### src/rtl/sfr_pkg.sv
package sfr_pkg;

    localparam int SFR_MAX_LEN = 8;
    localparam int OUT_DEPTH = 8;
    localparam int CNT_W = $clog2(OUT_DEPTH + 1);
    localparam int ADDR_W = 5;
    localparam int DATA_W = 64;
    localparam int MATCH_W = 16;
    localparam logic [MATCH_W-1:0] MATCH_MAX = {MATCH_W{1'b1}};

    typedef enum logic [1:0] {
        REG_SEARCH_PATTERN     = 2'd0,
        REG_SEARCH_LENGTH      = 2'd1,
        REG_REPLACEMENT_TEXT   = 2'd2,
        REG_REPLACEMENT_LENGTH = 2'd3
    } reg_idx_t;

    typedef enum logic [1:0] {
        WIN_HOLD   = 2'd0,
        WIN_SHIFT1 = 2'd1,
        WIN_SHIFT2 = 2'd2
    } win_op_t;

    typedef struct packed {
        logic    append;
        win_op_t op;
    } win_ctl_t;

    typedef struct packed {
        logic load;
        logic shift;
    } out_ctl_t;

endpackage

### src/rtl/sfr_win_cell.sv
module sfr_win_cell
    import sfr_pkg::*;
(
    input  logic       clk,
    input  win_ctl_t   ctl,
    input  logic [7:0] in_byte,
    input  logic [7:0] pat_byte,
    input  logic [7:0] next1,
    input  logic [7:0] next2,
    output logic [7:0] cur,
    output logic       eq
);

    logic [7:0] byte_reg;
    logic [7:0] byte_next;

    // The incoming byte lands here when this cell is the first free one.
    assign cur = ctl.append ? in_byte : byte_reg;
    assign eq  = (cur == pat_byte);

    always_comb
    begin
        case (ctl.op)
            WIN_SHIFT1: byte_next = next1;
            WIN_SHIFT2: byte_next = next2;
            default:    byte_next = cur;
        endcase
    end

    always_ff @(posedge clk)
    begin
        byte_reg <= byte_next;
    end

endmodule

### src/rtl/sfr_out_cell.sv
module sfr_out_cell
    import sfr_pkg::*;
(
    input  logic       clk,
    input  out_ctl_t   ctl,
    input  logic [7:0] load_byte,
    input  logic [7:0] next_byte,
    output logic [7:0] held
);

    logic [7:0] byte_reg;
    logic [7:0] byte_next;

    always_comb
    begin
        if (ctl.load)
        begin
            byte_next = load_byte;
        end
        else if (ctl.shift)
        begin
            byte_next = next_byte;
        end
        else
        begin
            byte_next = byte_reg;
        end
    end

    always_ff @(posedge clk)
    begin
        byte_reg <= byte_next;
    end

    assign held = byte_reg;

endmodule

### src/rtl/stream_find_replace_core.sv
// Streaming find-and-replace: every leftmost, non-overlapping occurrence of the search pattern
// is replaced by the replacement text, and the final result of each text carries the match
// count and a none-found flag. A byte that yields at most one result is accepted every cycle
// unless out_ready holds the output; a request that yields n results (a replacement of n bytes,
// or the flush on the last byte) holds the input until all but the last have left the buffer,
// one byte a cycle while out_ready allows, through an output register. No clearing pass follows reset.
module stream_find_replace_core
    import sfr_pkg::*;
#(
    parameter int MAX_LEN = SFR_MAX_LEN
)
(
    input  logic                clk,
    input  logic                rst_n,
    input  logic                psel,
    input  logic                penable,
    input  logic                pwrite,
    input  logic [ADDR_W-1:0]   paddr,
    input  logic [DATA_W-1:0]   pwdata,
    output logic [DATA_W-1:0]   prdata,
    output logic                pready,
    input  logic                in_valid,
    output logic                in_ready,
    input  logic [7:0]          in_byte,
    input  logic                in_last,
    output logic                out_valid,
    input  logic                out_ready,
    output logic [7:0]          out_byte,
    output logic                has_byte,
    output logic                out_last,
    output logic [MATCH_W-1:0]  match_total,
    output logic                none_found
);

    localparam int FILL_W = $clog2(MAX_LEN + 1);
    localparam logic [FILL_W-1:0] FILL_MAX = FILL_W'(MAX_LEN);

    logic [63:0]          pattern_reg;
    logic [3:0]           slen_reg;
    logic [63:0]          rtext_reg;
    logic [3:0]           rlen_reg;
    logic                 cfg_wr;
    reg_idx_t             cfg_idx;

    logic [FILL_W-1:0]    fill_reg;
    logic [FILL_W-1:0]    fill_next;
    logic [MATCH_W-1:0]   match_cnt_reg;
    logic [MATCH_W-1:0]   match_cnt_next;
    logic [CNT_W-1:0]     ocnt_reg;
    logic [CNT_W-1:0]     ocnt_next;
    logic                 batch_last_reg;
    logic                 batch_marker_reg;
    logic [MATCH_W-1:0]   batch_total_reg;
    logic                 ovalid_reg;
    logic                 ovalid_next;
    logic [7:0]           obyte_reg;
    logic                 ohas_reg;
    logic                 olast_reg;
    logic [MATCH_W-1:0]   ototal_reg;
    logic                 onone_reg;

    logic [FILL_W-1:0]    len;
    logic [CNT_W-1:0]     rlen;
    logic [FILL_W-1:0]    fill_a;
    logic [FILL_W-1:0]    fill_m1;
    logic [MAX_LEN-1:0]   eq_vec;
    logic [MAX_LEN-1:0]   pass_vec;
    logic                 matched;
    logic [1:0]           npop;
    logic [CNT_W-1:0]     n_batch;
    logic                 marker;
    logic [MATCH_W-1:0]   cnt_new;
    logic                 accept;
    logic                 move;
    win_op_t              win_op;
    out_ctl_t             out_ctl;

    logic [7:0]           cur [MAX_LEN];
    logic [7:0]           held [OUT_DEPTH];

    // Configuration registers.
    assign cfg_wr  = psel & penable & pwrite;
    assign cfg_idx = reg_idx_t'(paddr[ADDR_W-1:3]);
    assign pready  = 1'b1;

    always_ff @(posedge clk or negedge rst_n)
    begin
        if (!rst_n)
        begin
            pattern_reg <= '0;
            slen_reg    <= '0;
            rtext_reg   <= '0;
            rlen_reg    <= '0;
        end
        else if (cfg_wr)
        begin
            unique case (cfg_idx)
                REG_SEARCH_PATTERN:     pattern_reg <= pwdata;
                REG_SEARCH_LENGTH:      slen_reg    <= pwdata[3:0];
                REG_REPLACEMENT_TEXT:   rtext_reg   <= pwdata;
                REG_REPLACEMENT_LENGTH: rlen_reg    <= pwdata[3:0];
                default:                pattern_reg <= pattern_reg;
            endcase
        end
    end

    always_comb
    begin
        unique case (cfg_idx)
            REG_SEARCH_PATTERN:     prdata = pattern_reg;
            REG_SEARCH_LENGTH:      prdata = {60'd0, slen_reg};
            REG_REPLACEMENT_TEXT:   prdata = rtext_reg;
            REG_REPLACEMENT_LENGTH: prdata = {60'd0, rlen_reg};
            default:                prdata = '0;
        endcase
    end

    // Effective lengths, with oversized values clamped.
    assign len  = (slen_reg > 4'(MAX_LEN)) ? FILL_MAX : FILL_W'(slen_reg);
    assign rlen = (CNT_W'(rlen_reg) > CNT_W'(OUT_DEPTH)) ? CNT_W'(OUT_DEPTH)
                                                          : CNT_W'(rlen_reg);

    // Handshake. The buffer may be reloaded once its last byte moves on.
    assign move     = (ocnt_reg != '0) && (!ovalid_reg || out_ready);
    assign in_ready = (ocnt_reg == '0) || ((ocnt_reg == CNT_W'(1)) && move);
    assign accept   = in_valid && in_ready;

    // Window chain.
    assign fill_a  = (fill_reg < FILL_MAX) ? FILL_W'(fill_reg + 1'b1) : fill_reg;
    assign fill_m1 = FILL_W'(fill_a - 1'b1);

    genvar gi;
    generate
        for (gi = 0; gi < MAX_LEN; gi++)
        begin : g_win
            win_ctl_t   ctl;
            logic [7:0] nb1;
            logic [7:0] nb2;

            assign ctl.append = accept && (fill_reg == FILL_W'(gi));
            assign ctl.op     = accept ? win_op : WIN_HOLD;

            if (gi + 1 < MAX_LEN)
            begin : g_nb1
                assign nb1 = cur[gi+1];
            end
            else
            begin : g_nb1_end
                assign nb1 = 8'h00;
            end

            if (gi + 2 < MAX_LEN)
            begin : g_nb2
                assign nb2 = cur[gi+2];
            end
            else
            begin : g_nb2_end
                assign nb2 = 8'h00;
            end

            sfr_win_cell u_cell (
                .clk      (clk),
                .ctl      (ctl),
                .in_byte  (in_byte),
                .pat_byte (pattern_reg[8*gi +: 8]),
                .next1    (nb1),
                .next2    (nb2),
                .cur      (cur[gi]),
                .eq       (eq_vec[gi])
            );
        end
    endgenerate

    always_comb
    begin
        for (int i = 0; i < MAX_LEN; i++)
        begin
            pass_vec[i] = eq_vec[i] || (FILL_W'(i) >= len);
        end
    end

    assign matched = (len != '0) && (fill_a == len) && (&pass_vec);

    always_comb
    begin
        if (fill_a > len)
        begin
            npop = (fill_m1 > len) ? 2'd2 : 2'd1;
        end
        else if ((fill_a == len) && (len != '0) && !matched)
        begin
            npop = 2'd1;
        end
        else
        begin
            npop = 2'd0;
        end
    end

    always_comb
    begin
        case (npop)
            2'd1:    win_op = WIN_SHIFT1;
            2'd2:    win_op = WIN_SHIFT2;
            default: win_op = WIN_HOLD;
        endcase
    end

    always_comb
    begin
        if (in_last || matched)
        begin
            fill_next = '0;
        end
        else
        begin
            fill_next = FILL_W'(fill_a - FILL_W'(npop));
        end
    end

    assign cnt_new = (matched && (match_cnt_reg != MATCH_MAX))
                   ? MATCH_W'(match_cnt_reg + 1'b1) : match_cnt_reg;
    assign match_cnt_next = in_last ? '0 : cnt_new;

    // Results of one request: the replacement, or the oldest bytes of the window.
    always_comb
    begin
        if (matched)
        begin
            n_batch = rlen;
        end
        else if (in_last)
        begin
            n_batch = CNT_W'(fill_a);
        end
        else
        begin
            n_batch = CNT_W'(npop);
        end
    end

    assign marker = in_last && (n_batch == '0);

    // Output buffer chain.
    assign out_ctl.load  = accept;
    assign out_ctl.shift = move;

    generate
        for (gi = 0; gi < OUT_DEPTH; gi++)
        begin : g_out
            logic [7:0] win_byte;
            logic [7:0] nb;

            if (gi < MAX_LEN)
            begin : g_wb
                assign win_byte = cur[gi];
            end
            else
            begin : g_wb_none
                assign win_byte = 8'h00;
            end

            if (gi + 1 < OUT_DEPTH)
            begin : g_nb
                assign nb = held[gi+1];
            end
            else
            begin : g_nb_end
                assign nb = 8'h00;
            end

            sfr_out_cell u_cell (
                .clk       (clk),
                .ctl       (out_ctl),
                .load_byte (matched ? rtext_reg[8*gi +: 8] : win_byte),
                .next_byte (nb),
                .held      (held[gi])
            );
        end
    endgenerate

    always_comb
    begin
        if (accept)
        begin
            ocnt_next = marker ? CNT_W'(1) : n_batch;
        end
        else if (move)
        begin
            ocnt_next = CNT_W'(ocnt_reg - 1'b1);
        end
        else
        begin
            ocnt_next = ocnt_reg;
        end
    end

    always_comb
    begin
        if (move)
        begin
            ovalid_next = 1'b1;
        end
        else if (out_ready)
        begin
            ovalid_next = 1'b0;
        end
        else
        begin
            ovalid_next = ovalid_reg;
        end
    end

    always_ff @(posedge clk or negedge rst_n)
    begin
        if (!rst_n)
        begin
            fill_reg         <= '0;
            match_cnt_reg    <= '0;
            ocnt_reg         <= '0;
            ovalid_reg       <= 1'b0;
            batch_last_reg   <= 1'b0;
            batch_marker_reg <= 1'b0;
            batch_total_reg  <= '0;
        end
        else
        begin
            ocnt_reg   <= ocnt_next;
            ovalid_reg <= ovalid_next;
            if (accept)
            begin
                fill_reg         <= fill_next;
                match_cnt_reg    <= match_cnt_next;
                batch_last_reg   <= in_last;
                batch_marker_reg <= marker;
                batch_total_reg  <= cnt_new;
            end
        end
    end

    always_ff @(posedge clk)
    begin
        if (move)
        begin
            obyte_reg  <= batch_marker_reg ? 8'h00 : held[0];
            ohas_reg   <= !batch_marker_reg;
            olast_reg  <= batch_last_reg && (ocnt_reg == CNT_W'(1));
            ototal_reg <= batch_total_reg;
            onone_reg  <= batch_last_reg && (ocnt_reg == CNT_W'(1))
                          && (batch_total_reg == '0);
        end
    end

    assign out_valid   = ovalid_reg;
    assign out_byte    = obyte_reg;
    assign has_byte    = ohas_reg;
    assign out_last    = olast_reg;
    assign match_total = ototal_reg;
    assign none_found  = onone_reg;

    assert property (@(posedge clk) disable iff (!rst_n)
        accept |-> (ocnt_reg == '0) || (ocnt_reg == CNT_W'(1)))
        else $error("Request accepted while the output buffer still held several bytes.");

    assert property (@(posedge clk) disable iff (!rst_n)
        (accept && in_last) |=> (match_cnt_reg == '0) && (fill_reg == '0))
        else $error("Match counter or window not cleared after the last byte.");

    assert property (@(posedge clk) disable iff (!rst_n)
        (out_valid && !has_byte) |-> (out_last && (out_byte == 8'h00)))
        else $error("Empty end marker that is not the final result.");

    assert property (@(posedge clk) disable iff (!rst_n)
        (out_valid && none_found) |-> (out_last && (match_total == '0)))
        else $error("None-found flag raised with a non-zero count or before the end.");

    assert property (@(posedge clk) disable iff (!rst_n)
        ocnt_reg <= CNT_W'(OUT_DEPTH))
        else $error("Output buffer count beyond its depth.");

endmodule

### config.mk
export PLATFORM = sky130hd
export DESIGN_NAME = stream_find_replace_core
export DESIGN_NICKNAME = d
export VERILOG_FILES = /design/src/rtl/sfr_pkg.sv /design/src/rtl/sfr_win_cell.sv /design/src/rtl/sfr_out_cell.sv /design/src/rtl/stream_find_replace_core.sv
export SDC_FILE = /design/constraint.sdc
export NUM_CORES = 1
export LEC_CHECK = 0
export BUFFER_PORTS_ARGS = -buffer_cell sky130_fd_sc_hd__buf_2
export CORE_MARGIN = 2
export CORE_UTILIZATION = 44
export CTS_CLUSTER_DIAMETER = 100
export CTS_CLUSTER_SIZE = 25
export DETAILED_ROUTE_END_ITERATION = 12
export MAX_ROUTING_LAYER = met4
export SYNTH_ARGS = -nofsm -noshare
export SYNTH_HDL_FRONTEND = slang
export SYNTH_SLANG_ARGS = --single-unit
### constraint.sdc
create_clock -name clk -period 5.55 [get_ports clk]
set_input_delay 0.2775 -clock clk [delete_from_list [all_inputs] [get_ports clk]]
set_output_delay 0.2775 -clock clk [all_outputs]
set_load 0.02 [all_outputs]
==> results of run 1 <==
[cell usage after synthesis, drive strengths merged, types with 30 or more instances]
library cell,instances,area [µm²]
nor3,30,175
dfrtp,179,4480
xor2,41,359
xnor2,66,578
a21oi,38,194
dfxtp,64,1280
a22oi,30,225
edfxtp,91,2730
nor2,105,397
clkbuf,91,342
mux2,155,1750
nand2,211,792
inv,50,188
o21ai,151,756
mux2i,128,1290
[layout make-up]
| type | count | area (µm²) | share of cell area |
|---|---|---|---|
| multi-input combinational | 1214 | 8630 | 0.428 |
| sequential | 334 | 8490 | 0.421 |
| timing repair buffer | 254 | 1690 | 0.0836 |
| tap | 525 | 657 | 0.0326 |
| clock buffer | 28 | 488 | 0.0242 |
| inverter | 50 | 188 | 0.00931 |
| clock inverter | 1 | 16.3 | 0.000807 |
| antenna | 1 | 2.50 | 0.000124 |
[report_power, final]
part	switching (W)	total [W]	leakage, nW	internal (W)
Sequential	0.000524	0.00376	3.65	0.00323
Combinational	0.00169	0.00291	4.88	0.00121
Clock	0.000810	0.00143	0.241	0.000617
[logic make-up after synthesis]
family / synth area share
xor+xnor: 0.0529
fa+ha+maj: 0.0152
flops: 0.479
buf+inv: 0.0366
compound gates: 0.114
mux: 0.176
simple gates: 0.126
other cells: 0.000212
[per-layer routing]
metal	vias to the layer above	wire length, µm	share of wire
li1	6449	-	-
met5	-	0	0
met4	0	1080	0.022
met3	68	2590	0.052
met1	6630	22700	0.46
met2	383	23400	0.47
[worst max-delay path: stages, from the launching register on]
cell	delay, ns
dfrtp_1	0.44
inv_1	0.06
ha_1	0.28
nor3b_2	0.58
or4_1	0.63
mux2i_2	0.46
xnor2_1	0.17
o31a_1	0.24
a21oi_2	0.09
and3_1	0.25
o41ai_1	0.36
and2_1	0.21
ha_2	0.39
buf_12	0.26
a221oi_1	0.37
a21oi_1	0.08
[through the flow]
stage          instances  total power [W]  hold WS [ns]  cell area, µm²  worst slack (ns)
2_1_floorplan       1712          0.00572       -0.0181           17700              1.52
3_3_place_gp        2320          0.00661         0.394           19100             0.622
3_5_place_dp        2320          0.00667         0.400           19100             0.576
4_1_cts             2406          0.00813      0.000224           20200             0.547
5_1_grt             2407          0.00862      0.000355           20200             0.112
6_report            2407          0.00809        0.0150           20200             0.513
[worst max path at each step]
| stage | endpoint | from | cells after the start |
|---|---|---|---|
| 2_1_floorplan | g_out[0].u_cell.held[0] | ocnt_reg[0] | 9 |
| 3_3_place_gp | g_win[0].u_cell.byte_reg[6] | ocnt_reg[0] | 15 |
| 3_5_place_dp | g_win[0].u_cell.byte_reg[6] | ocnt_reg[0] | 15 |
| 4_1_cts | g_win[0].u_cell.byte_reg[6] | ocnt_reg[0] | 15 |
| 5_1_grt | g_win[6].u_cell.byte_reg[7] | ocnt_reg[0] | 14 |
| 6_report | g_win[0].u_cell.byte_reg[6] | ocnt_reg[0] | 15 |
[what timing repair did]
item	in CTS	in global routing
endpoints found under the hold margin	188	0
buffers inserted	0	0
hold buffers	57	0
==> out/qor.yml, run 1 <==
status: "complete, no violations"
max_cap_viol_count: 0
ant_nets: 0
syn_area_um2: 17700
drt_iter0_markers: 944
cts_tree: "done"
ys_seq_elements: 334
clock_skew_ns: 0.0257
most-common-layout-cells: "nand2_1, dfrtp_1, buf_2"
r2r_start: "ocnt_reg[0]"
final-setup-viol-count: 0
startpoint_type: "register"
hold_path_end: "rtext_reg[13]"
antenna_found_initial: 1
wl_per_cell_um: 20.7
syn-num-nets: 1818
tightest_slew_ns: 1.06
io_pins: 179
rsz0062_at_grt: "false"
start_util: 0.446
cts.reportedPaths.clkPinSlew_ns: 0.11
num_vias: 13530
synth_ff_type: "dfrtp_1"
grt_pass1_vias: 13166
drc: 0
fin_util: 0.507
min_from: "pwdata[13]"
ir_drop_mv: 0.186
synth_area_per_cell_um2: 10.4
place_congestion: 0.909
cp.arrival_ns: 5.44
reg2reg_to: "g_win[0].u_cell.byte_reg[6]"
drv_slew: 0
p_leak_nw: 8.77
post_cts_resized: 0
use_met3: 0.0278
setup_tns_ns: 0
min_period_ns: 5.04
numPortBuffers: 174
path_class: "reg2reg"
num_rows: 73
power.density_nw_per_um2: 401
cts-root-buf: "clkbuf_16"
cts_max_level: 1
viasPerCell: 5.62
grt_pass1_wl_um: 77100
min_delay_path_depth: 2
period_share: 0.908
critPathRequiredTime_ns: 5.95
wl_um: 49800
max_freq_ghz: 0.199
fillCellCount: 3658
synthCells: 1712
layout_commonest_cell: "nand2_1"
grtUsageTotal: 0.244
drt_pre_antenna_iters: 5
cts_inserted_buffers: 17
end_kind: "register"
ys_seq_area_frac: 0.479
synth_cell_type_count: 74
grt.overflow.total: 0
synthToLayoutAreaGrowth_pct: 13.7
drive_above_1_share: 0.214
clk_latency_ns: 0.53
grt_use_met1: 0.334
synth-edff-count: 91
max-clock-path-buffers: 3
reg2reg_depth: 15
rrSetupSlack_ns: 0.51
core_um2: 39700
cp_max_fo: 78
busiest_layer: "met2"
final_nets: 1977
grt_max_degree: 178
yosys_warnings: 0
hpwl_um: 35100
fp.dieH_um: 205
grt_util_met2: 0.392
die_w_um: 205
hp-class: "in2reg"
slew-limit-headroom: 0.292
clkSinkCount: 334
die_area_um2: 41900
hold_viol: 0
async_flop_share: 0.536
(Power assumes the default switching activity.)
==> run 2: changes to the inputs <==
--- a/config.mk
+++ b/config.mk
@@ -6,6 +6,7 @@
 export NUM_CORES = 1
 export LEC_CHECK = 0
 export BUFFER_PORTS_ARGS = -buffer_cell sky130_fd_sc_hd__buf_2
+export CORE_ASPECT_RATIO = 1.75
 export CORE_MARGIN = 2
 export CORE_UTILIZATION = 44
 export CTS_CLUSTER_DIAMETER = 100
==> run 2 against run 1 <==
Sequential cell count unchanged. Global-route usage up 3.2 points. Combinational power up 6%. Cell count down 0.71%. Critical path depth unchanged. Sequential share of layout area down 0.063 points. Clock power about the same. Fmax down 2.0%. Count of clock-buffer cells in the layout unchanged. Power up 3.0%. Clock skew up 0.017 ns. Die area up 0.15%. Critical endpoint is now g_win[0].u_cell.byte_reg[7]. Largest power group unchanged. Highest routed layer unchanged.
==> out/qor.yml, run 2 (same netlist as run 1, synthesis figures left out) <==
cts.reportedPaths.clkPinSlew_ns: 0.11  # about the same
cp_slowest_cell: "nor3b_2"  # was or4_1
die_area_um2: 42000  # was 41900 µm²
drt_iter0_markers: 807  # was 944
period_share: 0.926  # was 0.908
drt_pre_antenna_iters: 5  # unchanged
drc: 0  # unchanged
power.density_nw_per_um2: 413  # was 401 nW/µm²
min_period_ns: 5.14  # was 5.04 ns
max-clock-path-buffers: 3  # unchanged
placed_cells: 2303  # was 2320
critPathRequiredTime_ns: 5.98  # was 5.95 ns
reg2reg_depth: 15  # unchanged
viasPerCell: 5.80  # was 5.62
wl_um: 56400  # was 49800 µm
n_antenna_cell: 0  # was 1
critPathMaxStageDelay_ns: 0.56  # was 0.63 ns
final_nets: 1991  # was 1977
grt_pass1_wl_um: 84600  # was 77100 µm
pre_cts_ws_ns: 0.488  # was 0.576 ns
grt.overflow.total: 0  # unchanged
synthToLayoutAreaGrowth_pct: 13.9  # was 13.7%
end_kind: "register"  # unchanged
die_w_um: 156  # was 205 µm
most-common-layout-cells: "nand2_1, dfrtp_1, buf_2"  # unchanged
num_vias: 13862  # was 13530
setup_tns_ns: 0  # unchanged
crit_path_cell_trace: "inv_1 > ha_1 > nor3b_2 > nor3_1 > nand3_1 > mux2i_1 > a221oi_1 > a41o_1 > and3_1 > o41ai_1 > and2_1 > ha_2 > buf_12 > a221oi_1 > a21oi_1"  # was inv_1 > ha_1 > nor3b_2 > or4_1 > mux2i_2 > xnor2_1 > o31a_1 > a21oi_2 > and3_1 > o41ai_1 > and2_1 > ha_2 > buf_12 > a221oi_1 > a21oi_1
p_leak_nw: 8.83  # was 8.77 nW
cts_max_level: 1  # unchanged
placed_area_um2: 19100  # about the same
num_rows: 97  # was 73
io_pins: 179  # unchanged
wl_per_cell_um: 23.6  # was 20.7 µm
post_cts_resized: 0  # unchanged
hp-class: "in2reg"  # unchanged
max_freq_ghz: 0.195  # was 0.199 GHz
layout_setup_ws_ns: 0.412  # was 0.513 ns
clk_latency_ns: 0.55  # was 0.53 ns
numPortBuffers: 174  # unchanged
cts-root-buf: "clkbuf_16"  # unchanged
startpoint_type: "register"  # unchanged
clock_skew_ns: 0.0423  # was 0.0257 ns
min_delay_path_depth: 2  # unchanged
hpwl_um: 41800  # was 35100 µm
antenna_found_initial: 0  # was 1
cp_max_fo: 45  # was 78
slew-limit-headroom: 0.209  # was 0.292
path_class: "reg2reg"  # unchanged
cp_common_cell: "a221oi_1"
status: "complete, no violations"  # unchanged
max_cap_viol_count: 0  # unchanged
final-setup-viol-count: 0  # unchanged
drive_above_1_share: 0.218  # was 0.214
ant_nets: 0  # unchanged
cp.arrival_ns: 5.56  # was 5.44 ns
tightest_slew_ns: 1.19  # was 1.06 ns
post_cts_buffers: 0  # unchanged
rsz0062_at_grt: "false"  # unchanged
final_cells: 2390  # was 2407
core_um2: 39900  # was 39700 µm²
stdcell_area_um2: 20200  # about the same
hold_viol: 0  # unchanged
cts_tree: "done"  # unchanged
cts_inserted_buffers: 17  # unchanged
drv_slew: 0  # unchanged
place_congestion: 0.994  # was 0.909
clkSinkCount: 334  # unchanged
grt_pass1_vias: 14015  # was 13166
grtUsageTotal: 0.276  # was 0.244
ir_drop_mv: 0.229  # was 0.186 mV
layout_commonest_cell: "nand2_1"  # unchanged
fp.dieH_um: 270  # was 205 µm
start_util: 0.444  # was 0.446
grt_max_degree: 100  # was 178
## run 2: changes by cell type in the layout (fill, tap and decap cells not counted), sizes merged
cell | before | now
diode | 1 | 0
inv | 50 | 51
clkbuf | 28 | 29
clkinv | 1 | 0
buf | 197 | 209
dlygate4sd3 | 57 | 58
## run 2: routing by layer
metal | track usage | part of all wire | routed length, µm | vias up
met3 | 0.0196 | 0.032 | 1790 | 174
li1 | - | - | - | 6461
met2 | 0.514 | 0.55 | 31000 | 425
met5 | - | 0 | 0 | -
met4 | 0.201 | 0.092 | 5170 | 0
met1 | 0.262 | 0.33 | 18500 | 6802
## run 2: path summary, 6_finish.rpt
check,startpoint,to,slack (ns)
setup / recovery,ocnt_reg[0],g_win[0].u_cell.byte_reg[7],0.41
hold / removal,pwdata[22],rtext_reg[22],0.008
setup reg to reg,ocnt_reg[0],g_win[0].u_cell.byte_reg[7],0.41
hold reg to reg,batch_last_reg,batch_last_reg,0.48
max in group asynchronous,rst_n,pattern_reg[37],4.14
min in group asynchronous,rst_n,pattern_reg[2],0.35
## run 2: cell type report
cell class	count	area, µm²
clock inverter	1	16.3
timing repair buffer	268	1780
inverter	50	188
fill	3656	19700
tap	495	619
multi-input combinational	1214	8620
sequential	334	8490
clock buffer	28	467
## run 2: critical path, delay by kind of cell (launching register included)
| kind | cells | cell delay (ns) |
|---|---|---|
| AO/OA/AOI/OAI | 5 | 1.45 |
| adder cells (fa/ha/maj) | 2 | 0.72 |
| buffers and inverters | 2 | 0.32 |
| flip-flops | 1 | 0.41 |
| multiplexers | 1 | 0.40 |
| AND/OR/NAND/NOR | 5 | 1.70 |
## run 2: per-stage QoR
stage           util  hold slack, ns  power [W]
6_report       0.506         0.00766    0.00834
4_1_cts        0.505         0.00350    0.00837
3_3_place_gp   0.479           0.354    0.00687
3_5_place_dp   0.479           0.360    0.00692
2_1_floorplan      -         -0.0181    0.00572
5_1_grt        0.506         0.00103    0.00882
## run 2: power breakdown
part           switching, W  internal [W]
Clock              0.000832      0.000593
Sequential         0.000588       0.00323
Combinational       0.00184       0.00126
Total               0.00326       0.00508
## run 2: what timing repair did
item,in CTS,in global routing
hold endpoints to repair,191,1
hold buffers,57,1
setup endpoints to repair,0,0
==> run 3: changes to the inputs <==
--- a/config.mk
+++ b/config.mk
@@ -12,7 +12,9 @@
 export CTS_CLUSTER_DIAMETER = 100
 export CTS_CLUSTER_SIZE = 25
 export DETAILED_ROUTE_END_ITERATION = 12
+export HOLD_SLACK_MARGIN = 0.1
 export MAX_ROUTING_LAYER = met4
 export SYNTH_ARGS = -nofsm -noshare
 export SYNTH_HDL_FRONTEND = slang
+export SYNTH_HIERARCHICAL = 1
 export SYNTH_SLANG_ARGS = --single-unit
==> run 3 against run 2 <==
Combinational power up 9.4%. Setup slack better by 0.058 ns. Design area up 3.8%. Global-route usage down 4.4 points. Largest power group unchanged.
==> out/qor.yml, run 3 <==
num_vias: 13193  # was 13862
synth_cell_type_count: 67  # was 74
period_share: 0.915  # was 0.926
post-synth-top-count-cell: "nand2_1"  # unchanged
synthToLayoutAreaGrowth_pct: 13.9  # about the same
ys_seq_elements: 334  # unchanged
max-clock-path-buffers: 3  # unchanged
num_rows: 99  # was 97
yosys.area.top_type: "dfrtp_1"  # unchanged
grt_pass1_wl_um: 76200  # was 84600 µm
fillCellCount: 3800  # was 3656
startpoint_type: "register"  # unchanged
hold_viol: 0  # unchanged
min_period_ns: 5.08  # was 5.14 ns
rrSetupSlack_ns: 0.47  # was 0.41 ns
synth_area_leaders: "dfrtp_1, edfxtp_1, mux2_4, mux2_2, dfxtp_1"  # was dfrtp_1, edfxtp_1, mux2_2, dfxtp_1, mux2i_1
clkSinkCount: 334  # unchanged
fp.dieH_um: 275  # was 270 µm
drc: 0  # unchanged
layout_commonest_cell: "nand2_1"  # unchanged
pre_cts_ws_ns: 0.186  # was 0.488 ns
clk_latency_ns: 0.54  # was 0.55 ns
async_flop_share: 0.536  # unchanged
max_freq_ghz: 0.197  # was 0.195 GHz
setup_tns_ns: 0  # unchanged
final-setup-viol-count: 0  # unchanged
synth_top_area_share: 0.243  # was 0.253
clock_skew_ns: 0.0247  # was 0.0423 ns
ys_seq_area_frac: 0.462  # was 0.479
status: "complete, no violations"  # unchanged
cts_inserted_buffers: 17  # unchanged
grtUsageTotal: 0.232  # was 0.276
reg2reg_to: "g_win[3].u_cell/byte_reg[2]"  # was g_win[0].u_cell.byte_reg[7]
min_delay_path_depth: 3  # was 2
wl_um: 48200  # was 56400 µm
drt_pre_antenna_iters: 5  # unchanged
wl_per_cell_um: 19.6  # was 23.6 µm
reg2reg_depth: 20  # was 15
yosys_warnings: 6  # was 0
grt.overflow.total: 0  # unchanged
rsz0062_at_grt: "false"  # unchanged
start_util: 0.443  # was 0.444
drt_iter0_markers: 689  # was 807
tightest_slew_ns: 0.861  # was 1.19 ns
cts-root-buf: "clkbuf_16"  # unchanged
numPortBuffers: 174  # unchanged
grt_max_degree: 114  # was 100
path_class: "reg2reg"  # unchanged
slew-limit-headroom: 0.426  # was 0.209
layout_setup_ws_ns: 0.470  # was 0.412 ns
ir_drop_mv: 0.278  # was 0.229 mV
hold_path_end: "rtext_reg[63]"  # was rtext_reg[22]
place_congestion: 0.858  # was 0.994
synthCells: 1692  # was 1712
syn_area_um2: 18400  # was 17700 µm²
core_um2: 41500  # was 39900 µm²
most-common-layout-cells: "nand2_1, dfrtp_1, buf_2"  # unchanged
power.density_nw_per_um2: 412  # was 413 nW/µm²
max_cap_viol_count: 0  # unchanged
ant_nets: 0  # unchanged
hpwl_um: 35300  # was 41800 µm
final_nets: 2016  # was 1991
drive_above_1_share: 0.267  # was 0.218
cts_tree: "done"  # unchanged
netlist_top_cells_count: "nand2_1, dfrtp_1, mux2_2"  # unchanged
antenna_found_initial: 0  # unchanged
die_area_um2: 43500  # was 42000 µm²
cts.reportedPaths.clkPinSlew_ns: 0.11  # about the same
cp.arrival_ns: 5.47  # was 5.56 ns
synth_ff_type: "dfrtp_1"  # unchanged
p_leak_nw: 8.84  # was 8.83 nW
synth-edff-count: 91  # unchanged
die_w_um: 159  # was 156 µm
critPathRequiredTime_ns: 5.94  # was 5.98 ns
n_antenna_cell: 0  # unchanged
min_from: "paddr[3]"  # was pwdata[22]
viasPerCell: 5.36  # was 5.80
r2r_start: "ocnt_reg[0]"  # unchanged
io_pins: 179  # unchanged
end_kind: "register"  # unchanged
cp_max_fo: 16  # was 45
synth_area_per_cell_um2: 10.9  # was 10.4 µm²
hp-class: "in2reg"  # unchanged
drv_slew: 0  # unchanged
grt_pass1_vias: 13589  # was 14015
cts_max_level: 1  # unchanged
==> run 3: changes by cell type in the layout (fill, tap and decap cells not counted), moves of 18 or more <==
cell      delta
mux2_2      -18
conb_1      +32
a21oi_1     -28
a221oi_1    -19
nand2_1     +96
xor2_1      -37
mux2_4     +128
a22oi_1     +34
o21ai_0     -58
mux2i_1     -62
nand4_1     +20
==> run 3: how the worst max path moves through the flow <==
stage,startpoint,end,depth (start not counted)
2_1_floorplan,ocnt_reg[0],g_win[0].u_cell/byte_reg[3],23
3_3_place_gp,ocnt_reg[0],g_win[4].u_cell/byte_reg[4],19
3_5_place_dp,ocnt_reg[0],g_win[4].u_cell/byte_reg[4],19
4_1_cts,ocnt_reg[0],g_win[4].u_cell/byte_reg[4],19
5_1_grt,ocnt_reg[0],g_win[5].u_cell/byte_reg[1],21
6_report,ocnt_reg[0],g_win[3].u_cell/byte_reg[2],20
==> run 3: cell type report <==
| type | count | area, µm² | share of cell area |
|---|---|---|---|
| Timing Repair Buffer | 263 | 1740 | 0.0829 |
| Tap cell | 555 | 694 | 0.0331 |
| Multi-Input combinational cell | 1243 | 9390 | 0.448 |
| Clock buffer | 28 | 488 | 0.0233 |
| Inverter | 37 | 141 | 0.00675 |
| Sequential cell | 334 | 8490 | 0.405 |
| Clock inverter | 1 | 16.3 | 0.000776 |
==> run 3: metrics by stage <==
stage               hold slack (ns)  area, µm²   util  power (W)  instances
CTS                           0.206      21000  0.505    0.00871       2461
global placement              0.301      19800  0.477    0.00715       2366
detailed placement            0.309      19800  0.477    0.00724       2366
floorplan                   -0.0181      18500      -    0.00628       1723
global route                  0.227      21000  0.505    0.00922       2461
finish                        0.218      21000  0.505    0.00863       2461
==> run 3: timing repair <==
item | in CTS | in global routing
hold buffers | 66 | 0
buffers inserted | 0 | 0
resized for setup | 0 | 5
hold endpoints to repair | 203 | 0
endpoints found under the setup margin | 0 | 66
==> run 3: cell families (layout without fill, tap and decap cells) <==
logic type | Yosys count | after routing | share of synthesized area
simple gates | 548 | 548 | 0.130
xor+xnor | 75 | 75 | 0.0390
compound gates | 218 | 218 | 0.0791
mux | 333 | 333 | 0.228
buf+inv | 146 | 329 | 0.0371
fa+ha+maj | 36 | 36 | 0.0248
flops | 334 | 334 | 0.462
other cells | 2 | 33 | 0.000408
==> run 3: layer usage <==
layer  part of all wire  global-route usage
met4              0.039              0.0899
met1               0.37               0.243
met5                  0                   -
met3              0.029              0.0196
met2               0.56               0.442
==> run 3: critical path: stages (launching register included) <==
cell,delay [ns]
dfrtp_1,0.41
inv_1,0.10
ha_1,0.27
a21o_1,0.14
nand3_2,0.15
buf_4,0.23
nor2_1,0.18
and3_1,0.55
mux2_4,0.41
xnor2_1,0.14
nand4_1,0.12
nor2_1,0.07
buf_4,0.16
a21oi_1,0.28
a2111oi_0,0.12
buf_4,0.18
nand2_1,0.15
and3_2,0.46
inv_1,0.09
ha_1,0.55
o21ai_0,0.19
==> run 3: where the power goes <==
part / internal (W) / switching [W] / total, W
combinational: 0.00160 / 0.00178 / 0.00338
clock: 0.000617 / 0.000810 / 0.00143
sequential: 0.00337 / 0.000458 / 0.00383
total: 0.00558 / 0.00305 / 0.00863
